### config.mk
export PLATFORM = sky130hd
export DESIGN_NAME = scancode_to_ascii_fifo
export DESIGN_NICKNAME = d
export VERILOG_FILES = /design/src/rtl/scta_pkg.sv /design/src/rtl/scta_keymap.sv /design/src/rtl/scancode_to_ascii_fifo.sv
export VERILOG_INCLUDE_DIRS = /design/src /design/src/rtl
export SDC_FILE = /design/constraint.sdc
export NUM_CORES = 2
export LEC_CHECK = 0
export BUFFER_PORTS_ARGS = -buffer_cell sky130_fd_sc_hd__buf_2
export CORE_UTILIZATION = 56
export DETAILED_ROUTE_END_ITERATION = 12
export PLACE_DENSITY_LB_ADDON = 0.15
export SYNTH_ARGS = -nofsm -noshare
export SYNTH_HDL_FRONTEND = slang
export SYNTH_SLANG_ARGS = --single-unit
### constraint.sdc
create_clock -name clock -period 40.2 [get_ports clock]
set_input_delay 6.03 -clock clock [delete_from_list [all_inputs] [get_ports clock]]
set_output_delay 6.03 -clock clock [all_outputs]
set_load 0.05 [all_outputs]
### src/rtl/scancode_to_ascii_fifo_defines.svh
// Assertion macros for the scancode_to_ascii_fifo block.
// No dependencies; included by the top level only.
`ifndef SCANCODE_TO_ASCII_FIFO_DEFINES_SVH
`define SCANCODE_TO_ASCII_FIFO_DEFINES_SVH

// Same-cycle implication, skipped while reset is high.
`define SCTA_ASSERT_NOW(label, clk, rst, cond, expr, msg) \
   label: assert property (@(posedge clk) disable iff (rst) (cond) |-> (expr)) else $error(msg);

// Next-cycle implication, skipped while reset is high.
`define SCTA_ASSERT_NEXT(label, clk, rst, cond, expr, msg) \
   label: assert property (@(posedge clk) disable iff (rst) (cond) |=> (expr)) else $error(msg);

`endif

### src/rtl/scta_pkg.sv
// Shared types, scancode constants, key tables and ring helpers
// for the scancode_to_ascii_fifo block. No dependencies.
`default_nettype none

package scta_pkg;

   localparam int RING_DEPTH = 256;
   localparam int IDX_W      = $clog2(RING_DEPTH);
   localparam int MAP_LEN    = 58;

   typedef logic [IDX_W-1:0] idx_type;
   typedef logic [7:0]       byte_type;

   // set-1 scancodes with special handling
   localparam byte_type SC_BACKSPACE  = 8'h0E;
   localparam byte_type SC_LSHIFT_MK  = 8'h2A;
   localparam byte_type SC_RSHIFT_MK  = 8'h36;
   localparam byte_type SC_LSHIFT_BRK = 8'hAA;
   localparam byte_type SC_RSHIFT_BRK = 8'hB6;
   localparam byte_type SC_CTRL_MK    = 8'h1D;
   localparam byte_type SC_CTRL_BRK   = 8'h9D;
   localparam byte_type SC_ALT_MK     = 8'h38;
   localparam byte_type SC_ALT_BRK    = 8'hB8;
   localparam byte_type SC_CAPS_MK    = 8'h3A;
   localparam byte_type SC_NUM_MK     = 8'h45;
   localparam byte_type SC_SCROLL_MK  = 8'h46;

   localparam byte_type CH_BACKSPACE  = 8'h08;
   localparam byte_type CASE_BIT      = 8'h20;

   typedef struct packed {
      logic shift;
      logic ctrl;
      logic alt;
      logic caps;
      logic num;
      logic scroll;
   } flags_type;

   // keymap -> ring control
   typedef struct packed {
      logic      push;
      byte_type  ch;
      flags_type flags;
   } key_event_type;

   function automatic idx_type advance(input idx_type idx);
      advance = (idx == IDX_W'(RING_DEPTH - 1)) ? '0 : idx + idx_type'(1);
   endfunction

   // AZERTY, no modifier
   function automatic byte_type plain_map(input logic [5:0] idx);
      byte_type c;
      c = 8'h00;
      case (idx)
         6'd2:  c = "&";  6'd3:  c = "e";  6'd4:  c = "\""; 6'd5:  c = "'";
         6'd6:  c = "(";  6'd7:  c = "-";  6'd8:  c = "e";  6'd9:  c = "_";
         6'd10: c = "c";  6'd11: c = "a";  6'd12: c = ")";  6'd13: c = "=";
         6'd14: c = CH_BACKSPACE;          6'd15: c = 8'h09;
         6'd16: c = "a";  6'd17: c = "z";  6'd18: c = "e";  6'd19: c = "r";
         6'd20: c = "t";  6'd21: c = "y";  6'd22: c = "u";  6'd23: c = "i";
         6'd24: c = "o";  6'd25: c = "p";  6'd26: c = "^";  6'd27: c = "$";
         6'd28: c = 8'h0A;
         6'd30: c = "q";  6'd31: c = "s";  6'd32: c = "d";  6'd33: c = "f";
         6'd34: c = "g";  6'd35: c = "h";  6'd36: c = "j";  6'd37: c = "k";
         6'd38: c = "l";  6'd39: c = "m";  6'd40: c = "u";  6'd41: c = "*";
         6'd43: c = "<";  6'd44: c = "w";  6'd45: c = "x";  6'd46: c = "c";
         6'd47: c = "v";  6'd48: c = "b";  6'd49: c = "n";  6'd50: c = ",";
         6'd51: c = ";";  6'd52: c = ":";  6'd53: c = "!";  6'd55: c = "*";
         6'd57: c = " ";
         default: c = 8'h00;
      endcase
      plain_map = c;
   endfunction

   // AZERTY with shift held
   function automatic byte_type shifted_map(input logic [5:0] idx);
      byte_type c;
      c = 8'h00;
      case (idx)
         6'd2:  c = "1";  6'd3:  c = "2";  6'd4:  c = "3";  6'd5:  c = "4";
         6'd6:  c = "5";  6'd7:  c = "6";  6'd8:  c = "7";  6'd9:  c = "8";
         6'd10: c = "9";  6'd11: c = "0";  6'd12: c = "o";  6'd13: c = "+";
         6'd14: c = CH_BACKSPACE;          6'd15: c = 8'h09;
         6'd16: c = "A";  6'd17: c = "Z";  6'd18: c = "E";  6'd19: c = "R";
         6'd20: c = "T";  6'd21: c = "Y";  6'd22: c = "U";  6'd23: c = "I";
         6'd24: c = "O";  6'd25: c = "P";  6'd26: c = ".";  6'd27: c = "$";
         6'd28: c = 8'h0A;
         6'd30: c = "Q";  6'd31: c = "S";  6'd32: c = "D";  6'd33: c = "F";
         6'd34: c = "G";  6'd35: c = "H";  6'd36: c = "J";  6'd37: c = "K";
         6'd38: c = "L";  6'd39: c = "M";  6'd40: c = "%";  6'd41: c = "u";
         6'd43: c = ">";  6'd44: c = "W";  6'd45: c = "X";  6'd46: c = "C";
         6'd47: c = "V";  6'd48: c = "B";  6'd49: c = "N";  6'd50: c = "?";
         6'd51: c = ".";  6'd52: c = "/";  6'd53: c = "!";  6'd55: c = "*";
         6'd57: c = " ";
         default: c = 8'h00;
      endcase
      shifted_map = c;
   endfunction

endpackage

`default_nettype wire

### src/rtl/scta_keymap.sv
// Modifier/lock flag registers and scancode-to-character translation.
// Depends on scta_pkg.
`default_nettype none

module scta_keymap (
   input  wire logic                  clock,
   input  wire logic                  reset,
   input  wire logic                  scan_fire,
   input  wire scta_pkg::byte_type    scan_byte,
   output scta_pkg::key_event_type    key_event
);

   scta_pkg::flags_type flags_ff, flags_in;
   scta_pkg::byte_type  mapped;
   scta_pkg::byte_type  cased;
   logic                is_letter;
   logic                in_map;

   // lookup uses the flags before this beat
   assign mapped = flags_ff.shift ? scta_pkg::shifted_map(scan_byte[5:0])
                                  : scta_pkg::plain_map(scan_byte[5:0]);
   assign is_letter = (mapped >= "a" && mapped <= "z") || (mapped >= "A" && mapped <= "Z");
   assign cased     = (flags_ff.caps && is_letter) ? (mapped ^ scta_pkg::CASE_BIT) : mapped;
   assign in_map    = !scan_byte[7] && (scan_byte < 8'(scta_pkg::MAP_LEN));

   always_comb begin
      flags_in       = flags_ff;
      key_event.push = 1'b0;
      key_event.ch   = cased;
      if (scan_fire) begin
         case (scan_byte)
            scta_pkg::SC_BACKSPACE: begin
               key_event.push = 1'b1;
               key_event.ch   = scta_pkg::CH_BACKSPACE;
            end
            scta_pkg::SC_LSHIFT_MK,
            scta_pkg::SC_RSHIFT_MK:  flags_in.shift = 1'b1;
            scta_pkg::SC_LSHIFT_BRK,
            scta_pkg::SC_RSHIFT_BRK: flags_in.shift = 1'b0;
            scta_pkg::SC_CTRL_MK:    flags_in.ctrl = 1'b1;
            scta_pkg::SC_CTRL_BRK:   flags_in.ctrl = 1'b0;
            scta_pkg::SC_ALT_MK:     flags_in.alt = 1'b1;
            scta_pkg::SC_ALT_BRK:    flags_in.alt = 1'b0;
            scta_pkg::SC_CAPS_MK:    flags_in.caps = !flags_ff.caps;
            scta_pkg::SC_NUM_MK:     flags_in.num = !flags_ff.num;
            scta_pkg::SC_SCROLL_MK:  flags_in.scroll = !flags_ff.scroll;
            default:                 key_event.push = in_map && (cased != 8'h00);
         endcase
      end
      key_event.flags = flags_in;
   end

   always_ff @(posedge clock) begin
      if (reset) begin
         flags_ff <= '0;
      end else begin
         flags_ff <= flags_in;
      end
   end

endmodule

`default_nettype wire

### src/rtl/scancode_to_ascii_fifo.sv
// Top level: set-1 scancode decoder feeding a character ring in block RAM.
// Depends on scta_pkg, scta_keymap and scancode_to_ascii_fifo_defines.svh.
//
//   channel  dir  handshake              payload
//   req      in   req_valid/req_ready    req_mode, req_scan_byte
//   rsp      out  rsp_valid/rsp_ready    rsp_char_out, rsp_char_valid, rsp_overflow,
//                                        six modifier/lock flags
//
// One beat per cycle sustained while rsp_ready is high. A request is decoded and the
// ring indices are updated in the accept cycle; a read launches the RAM read then, and
// the result (RAM read data plus registered flags) is shown the next cycle.
// The output register stalls only the request side: req_ready drops while a
// result waits and rsp_ready is low. Synchronous reset clears flags, indices and
// the output valid; the RAM needs no clearing pass (only written entries are read).
`default_nettype none

`include "scancode_to_ascii_fifo_defines.svh"

module scancode_to_ascii_fifo (
   input  wire logic       clock,
   input  wire logic       reset,
   input  wire logic       req_valid,
   output      logic       req_ready,
   input  wire logic       req_mode,
   input  wire logic [7:0] req_scan_byte,
   output      logic       rsp_valid,
   input  wire logic       rsp_ready,
   output      logic [7:0] rsp_char_out,
   output      logic       rsp_char_valid,
   output      logic       rsp_overflow,
   output      logic       rsp_shift_held,
   output      logic       rsp_ctrl_held,
   output      logic       rsp_alt_held,
   output      logic       rsp_caps_on,
   output      logic       rsp_num_on,
   output      logic       rsp_scroll_on
);

   // character ring, one write and one read port, registered read
   scta_pkg::byte_type ring_mem [scta_pkg::RING_DEPTH];

   scta_pkg::idx_type       wr_idx_ff, wr_idx_in;
   scta_pkg::idx_type       rd_idx_ff, rd_idx_in;
   scta_pkg::idx_type       wr_next;
   scta_pkg::key_event_type key_event;
   scta_pkg::byte_type      rd_data_ff;
   scta_pkg::flags_type     flags_out_ff;
   logic                    rsp_valid_ff;
   logic                    char_valid_ff;
   logic                    overflow_ff;

   logic req_fire;
   logic scan_fire;
   logic read_fire;
   logic ring_full;
   logic ring_empty;
   logic do_write;
   logic do_read;
   logic drop;

   // output register frees up when empty or drained this cycle
   assign req_ready = !rsp_valid_ff || rsp_ready;
   assign req_fire  = req_valid && req_ready;
   assign scan_fire = req_fire && !req_mode;
   assign read_fire = req_fire && req_mode;

   scta_keymap u_keymap (
      .clock     (clock),
      .reset     (reset),
      .scan_fire (scan_fire),
      .scan_byte (req_scan_byte),
      .key_event (key_event)
   );

   // one slot stays free: full when the write index would catch the read index
   assign wr_next    = scta_pkg::advance(wr_idx_ff);
   assign ring_full  = (wr_next == rd_idx_ff);
   assign ring_empty = (rd_idx_ff == wr_idx_ff);

   assign do_write = scan_fire && key_event.push && !ring_full;
   assign drop     = scan_fire && key_event.push && ring_full;
   // a read never targets the slot being written: that slot is past the tail
   assign do_read  = read_fire && !ring_empty;

   assign wr_idx_in = do_write ? wr_next : wr_idx_ff;
   assign rd_idx_in = do_read ? scta_pkg::advance(rd_idx_ff) : rd_idx_ff;

   always_ff @(posedge clock) begin
      if (reset) begin
         wr_idx_ff    <= '0;
         rd_idx_ff    <= '0;
         rsp_valid_ff <= 1'b0;
      end else begin
         wr_idx_ff <= wr_idx_in;
         rd_idx_ff <= rd_idx_in;
         if (req_fire) begin
            rsp_valid_ff <= 1'b1;
         end else if (rsp_ready) begin
            rsp_valid_ff <= 1'b0;
         end
      end
   end

   // RAM ports; read data holds while the result waits
   always_ff @(posedge clock) begin
      if (do_write) begin
         ring_mem[wr_idx_ff] <= key_event.ch;
      end
      if (do_read) begin
         rd_data_ff <= ring_mem[rd_idx_ff];
      end
   end

   // result payload
   always_ff @(posedge clock) begin
      if (req_fire) begin
         char_valid_ff <= do_read;
         overflow_ff   <= drop;
         flags_out_ff  <= key_event.flags;
      end
   end

   assign rsp_valid      = rsp_valid_ff;
   assign rsp_char_out   = char_valid_ff ? rd_data_ff : 8'h00;
   assign rsp_char_valid = char_valid_ff;
   assign rsp_overflow   = overflow_ff;
   assign rsp_shift_held = flags_out_ff.shift;
   assign rsp_ctrl_held  = flags_out_ff.ctrl;
   assign rsp_alt_held   = flags_out_ff.alt;
   assign rsp_caps_on    = flags_out_ff.caps;
   assign rsp_num_on     = flags_out_ff.num;
   assign rsp_scroll_on  = flags_out_ff.scroll;

   // only nonzero characters are queued
   `SCTA_ASSERT_NOW(a_char_nonzero, clock, reset, rsp_valid_ff && char_valid_ff,
                    rd_data_ff != 8'h00, "buffered character read back as zero")
   // a read beat can never also report a drop
   `SCTA_ASSERT_NOW(a_read_no_ovf, clock, reset, rsp_valid_ff && char_valid_ff,
                    !overflow_ff, "overflow flagged on a read beat")
   // every accepted beat yields a result next cycle
   `SCTA_ASSERT_NEXT(a_rsp_follows, clock, reset, req_fire,
                     rsp_valid_ff, "accepted beat produced no result")
   // a successful read leaves the ring non-full
   `SCTA_ASSERT_NEXT(a_read_frees, clock, reset, do_read && !do_write,
                     !ring_full, "ring still full after a read")

endmodule

`default_nettype wire
======== Word level (Yosys, flattened, before mapping) ========
Memories as Yosys holds them, arrays and structs flattened. A register that Yosys moved wholly into a read port is not among the register bits.
Cells that the tools add are included.
cells by class
  add/sub/neg operators ................... 2
  magnitude comparators ................... 5
  equality and inequality tests ........... 16
  mux-type cells .......................... 19
  bitwise operators ....................... 1
  reduce and logical (&&, ||, !) cells .... 27
operators by type and width
  cell                                                                                  number
  8-bit equality test (second input constant)                                           6
  8-bit 2-to-1 mux                                                                      5
  8-bit by 6-bit equality test with 1-bit output (second input constant)                4
  8-bit by 1-bit adder with 8-bit output (second input constant)                        2
  8-bit by 7-bit equality test with 1-bit output (second input constant)                2
  8-bit equality test                                                                   2
  8-bit by 7-bit greater-or-equal comparator with 1-bit output (second input constant)  2
  8-bit by 7-bit less-or-equal comparator with 1-bit output (second input constant)     2
  1-bit logical AND                                                                     12
  6-bit 2-to-1 mux                                                                      2
  11-bit OR reduction                                                                   1
  9-bit 2-to-1 mux                                                                      1
  8-bit by 4-bit equality test with 1-bit output (second input constant)                1
  8-bit by 5-bit equality test with 1-bit output (second input constant)                1
  1-bit logical NOT                                                                     8
  8-bit by 6-bit < comparator with 1-bit output (second input constant)                 1
  1-bit one-hot mux with 2 select lines                                                 4
  8-bit nonzero test                                                                    1
  1-bit 2-to-1 mux                                                                      7
  2-bit OR reduction                                                                    2
  1-bit logical OR                                                                      2
  2-bit nonzero test                                                                    1
  1-bit NOT                                                                             1
word-level totals
  flip-flop bits (word level) ............. 31
  RAM bits ................................ 2048
  memory bits (read-only) ................. 896
  output and inout bits ................... 18
  word-level logic and storage cells ...... 90
  memories ................................ 3
memories
  memory            depth  width  rd ports  clocked after Yosys merged registers in  wr ports  line                          RTL
  ring_mem          256    8      1         1                                        1         scancode_to_ascii_fifo.sv:40  scta_pkg::byte_type ring_mem [scta_pkg::RING_DEPTH];
  (name not given)  64     7      1         0                                        0         scta_pkg.sv:55                case (idx)
  (name not given)  64     7      1         0                                        0         scta_pkg.sv:80                case (idx)

======== Depth between registers and ports, before layout ========
An unclocked memory read counts as a cell.
  depth after elaboration ................. 15
  mapped depth ............................ 15

======== Modules after synthesis ========
From an unflattened synthesis, not the netlist that was laid out.
unflattened totals
  cells, all modules ...................... 4202
  area, all modules ....................... 83695.3 µm²
modules (own cells, without submodules)
  module                  times used  cells each  area an instance (µm²)  seq. area each (µm²)
  scancode_to_ascii_fifo  1           3949        82003.6                 62319.8
  scta_keymap             1           253         1691.6                  120.1

======== Least setup slack after synthesis ========
Ideal clock, no wire load.
  path type ............................... input to register
  from .................................... input port req_scan_byte[1]
  to ...................................... memory ring_mem[0][5] (netlist bit) (data pin)
  library setup time ...................... 1.577 ns
  data arrival time ....................... 22.908 ns
  data required time ...................... 38.623 ns
  setup slack ............................. 15.715 ns
  stages .................................. 12
  path buffers ............................ 2
  cell sequence ........................... clkbuf_1 -> inv_1 -> ha_1 -> clkbuf_1 -> mux2_2 -> o22ai_1 -> nor3_1 -> a32oi_1 -> and2_1 -> o211ai_1 -> a31o_2 -> a21oi_1
RTL lines
  what                line                          RTL
  start: declaration  scancode_to_ascii_fifo.sv:25  input wire logic [7:0] req_scan_byte,
  end: declaration    scancode_to_ascii_fifo.sv:40

======== Final worst setup path ========
  from .................................... input port rsp_ready
  to ...................................... output port req_ready
on the way
  word-level cells in the longest chain between the ends .. 1
ends and longest elaborated chain
  what                line                          RTL
  start: declaration  scancode_to_ascii_fifo.sv:27  input wire logic rsp_ready,
  1-bit logical OR    scancode_to_ascii_fifo.sv:62  assign req_ready = !rsp_valid_ff || rsp_ready;
  end: declaration    scancode_to_ascii_fifo.sv:23  output logic req_ready,
No other way between the ends.

==> impl_metrics.toml <==
[run_status]
status = "complete, no violations"

[hold_path]
whs_endpoint = "rsp_scroll_on$_DFFE_PP_"
worstHoldStart = "u_keymap.flags_ff[0]$_SDFF_PP0_"
hp-class = "flip-flop to flip-flop"
whs_path_depth = 1

[synthesis]
netlist_area_mm2 = 0.0731
synthMostInstantiatedCell = "edfxtp_1"
synthMuxAreaShare_pct = 17.5
ys_ff_latch = 1830
yosys-top-cells-area = "edfxtp_1 (74%), mux4_2 (17%), nor2_1 (1.4%)"
synth_area_leader_cell = "edfxtp_1"
synth_edf_count = 1807
synth_compound_area_share_pct = 1.79
synth_fa_ha_area_share_pct = 0.291
synth_cell_types = 82
syn_area_per_cell_um2 = 21.4
synthSimpleGateAreaFrac_pct = 3.74
synth_top_family_by_area = "multiplexers"
synthArstFlopShare_pct = 0
synth_seq_area_share_pct = 74.9
yosys.area_share.xor_xnor_pct = 0.276
synthCells = 3408
yosysWarnings = 0
synth_commonest_cells = "edfxtp_1 (1807), mux4_2 (554), nor2_1 (264), clkbuf_1 (105), and2_1 (54)"
syn_nets = 3438
yosysTopAreaCellShare_pct = 74.3
synth_ff_type = "edfxtp_1"

[detailed_routing]
drtPass1Iterations = 6
wire_per_inst_um = 31.6
ant_nets = 0
routed_wl_mm = 169
drt-vias-per-instance = 6.57
dr.first_iter.drc_count = 4341
vias = 35100
remaining_drc_errors = 0

[final_layout]
final_nets = 3484
layoutNonFillerInstCount = 5342
layout-drive-gt1-share_pct = 25.6
area_delta_synth_final_pct = 10.0
fill_cells = 8737

[timing]
period_share_pct = 31.3
fin_crit_ns = 12.58
worst_pin_slew_ns = 1.31
maxSlewHeadroom_pct = 12.9
rsz0062_at_grt = "no"
final-setup-viol-count = 0
drv_slew = 0
max_freq_mhz = 79.5
setup_tns_ns = 0
finClkSkew_ns = 0.0324
final_hold_viol_count = 0

[placement]
hpwl_mm = 98.5
dp_cells = 5015
io_buffers = 29
gp_congestion = 0.837

[global_route]
grt_max_degree = 124
grt_pass1_wl_mm = 245
antenna_found_initial = 7
grt-ovfl-total = 0
grt_usage_pct = 26.1
grt_pass1_vias = 35500

[power]
leakagePower_nw = 23.9
total_power_mw = 3.83
ir_drop_mv = 0.0493
p_per_area_mw_per_mm2 = 47.6

[critical_path]
crit_type = "primary input to output port"
crit_required_ns = 34.17
cp_max_fo = 4
ff2ff_path_depth = 11
crit-reg2reg-launch = "u_keymap.flags_ff[5]$_SDFF_PP0_"
critPathLaunchType = "primary input"
reg2reg_slack_ns = 34.23
critPathCaptureType = "output port"
r2r_end = "ring_mem[111][5]$_DFFE_PP_"
cp_data_arrival_time_ns = 6.55

[floorplan]
io_pins = 31
dieArea_mm2 = 0.132
core.rowCount = 132
start_util_pct = 56.4
fp.dieH_um = 363
die_x_um = 363
fp.coreArea_mm2 = 0.129

[clocking]
cts.sinks = 1830
insertion_delay_ns = 0.81
cts_htree_levels = 4
post-cts-setup-buffers = 0
cts_buffers = 179
cts_buffer_depth = 3
root_buffer = "clkbuf_16"
cts_tree = "yes"
postCtsResizedCells = 0
clk_pin_slew_ns = 0.06
cts_hold_buffers = 0

[run]
max-cap-violations = 0
## metal layers
metal / track usage [%] / vias up / wire, µm
li1: - / 14400 / -
met1: 37.0 / 18700 / 66600
met2: 41.2 / 1730 / 82600
met3: 5.47 / 264 / 14900
met4: 8.26 / 2 / 4640
met5: 0 / - / 13
## cell type report
class / instances / area (µm²) / share of cell area, %
flip-flops and latches: 1830 / 54700 / 68.1
diodes: 3 / 7.51 / 0.00934
inverters: 14 / 52.6 / 0.0654
multi-input cells: 1344 / 17300 / 21.6
clock buffers: 233 / 4730 / 5.89
clock inverters: 91 / 753 / 0.937
repair buffers: 85 / 603 / 0.750
well taps: 1742 / 2180 / 2.71
## where the power goes
part	leakage, nW	total, mW	internal, mW	switching (mW)
combinational	4.61	0.114	0.0205	0.0934
clock	2.67	1.58	0.878	0.698
sequential	16.6	2.14	2.14	0.000940
total	23.9	3.83	3.04	0.793
## state kept, by name (all words and copies together) (netlist names)
| signal | flops |
|---|---|
| rsp_num_on | 1 |
| ring_mem | 1792 |
| rsp_valid | 1 |
| rsp_caps_on | 1 |
| rsp_ctrl_held | 1 |
| rd_data_ff | 7 |
| u_keymap.flags_ff | 6 |
| rsp_overflow | 1 |
| rd_idx_ff | 8 |
| wr_idx_ff | 8 |
| rsp_alt_held | 1 |
| rsp_scroll_on | 1 |
| rsp_shift_held | 1 |
| rsp_char_valid | 1 |
## critical path, stage by stage
cell      delay (ns)
buf_2           0.08
nand2b_1        0.15
buf_2           0.29
## worst max path at each step
| stage | cells after the start | slack (ns) | startpoint | to |
|---|---|---|---|---|
| floorplan | 12 | 15.72 | req_scan_byte[1] | ring_mem[0][5]$_DFFE_PP_ |
| global placement | 3 | 27.62 | rsp_ready | req_ready |
| detailed placement | 3 | 27.61 | rsp_ready | req_ready |
| CTS | 3 | 27.60 | rsp_ready | req_ready |
| global route | 3 | 27.58 | rsp_ready | req_ready |
| finish | 3 | 27.62 | rsp_ready | req_ready |
## cell families after synthesis
logic type	count (synthesis)
AOI/OAI and AO/OA	184
xor gates and xnor gates	23
adders and majority gates	17
buffers and inverters	234
DFF	1830
muxes	586
other	1
and+or+nand+nor	533
## through the flow
step	cell area, µm²	hold WS (ns)	util, %	setup WS, ns
after CTS	80400	0.569	62.1	27.60
after global routing	80400	0.576	62.1	27.58
final	80400	0.570	62.1	27.62
after detailed placement	74900	0.546	57.9	27.61
after global placement	74900	0.534	57.9	27.62
after floorplan	73100	0.506	-	15.72
## placed cells by master (no fill, tap or decap), drive strengths merged, types with 4 or more instances in the layout
cell type / netlist / routed
a2111oi: 4 / 4
a211oi: 12 / 12
a21oi: 33 / 33
a22o: 4 / 4
a22oi: 30 / 30
a311oi: 9 / 9
and2: 54 / 54
and3: 10 / 10
and4: 5 / 5
buf: 115 / 85
bufinv: 0 / 7
clkbuf: 105 / 233
clkinv: 0 / 72
clkinvlp: 0 / 4
dfxtp: 23 / 23
edfxtp: 1807 / 1807
ha: 17 / 17
inv: 14 / 22
mux2: 4 / 4
mux2i: 28 / 28
mux4: 554 / 554
nand2: 46 / 46
nand2b: 25 / 25
nand3: 28 / 28
nand4: 19 / 19
nor2: 264 / 264
nor2b: 35 / 35
nor3: 18 / 18
nor4: 6 / 6
o211ai: 9 / 9
o21ai: 27 / 27
o221ai: 8 / 8
o22ai: 10 / 10
o31ai: 6 / 6
or3: 6 / 6
xnor2: 8 / 8
xor2: 15 / 15
Power figures use the tool's default switching activity.
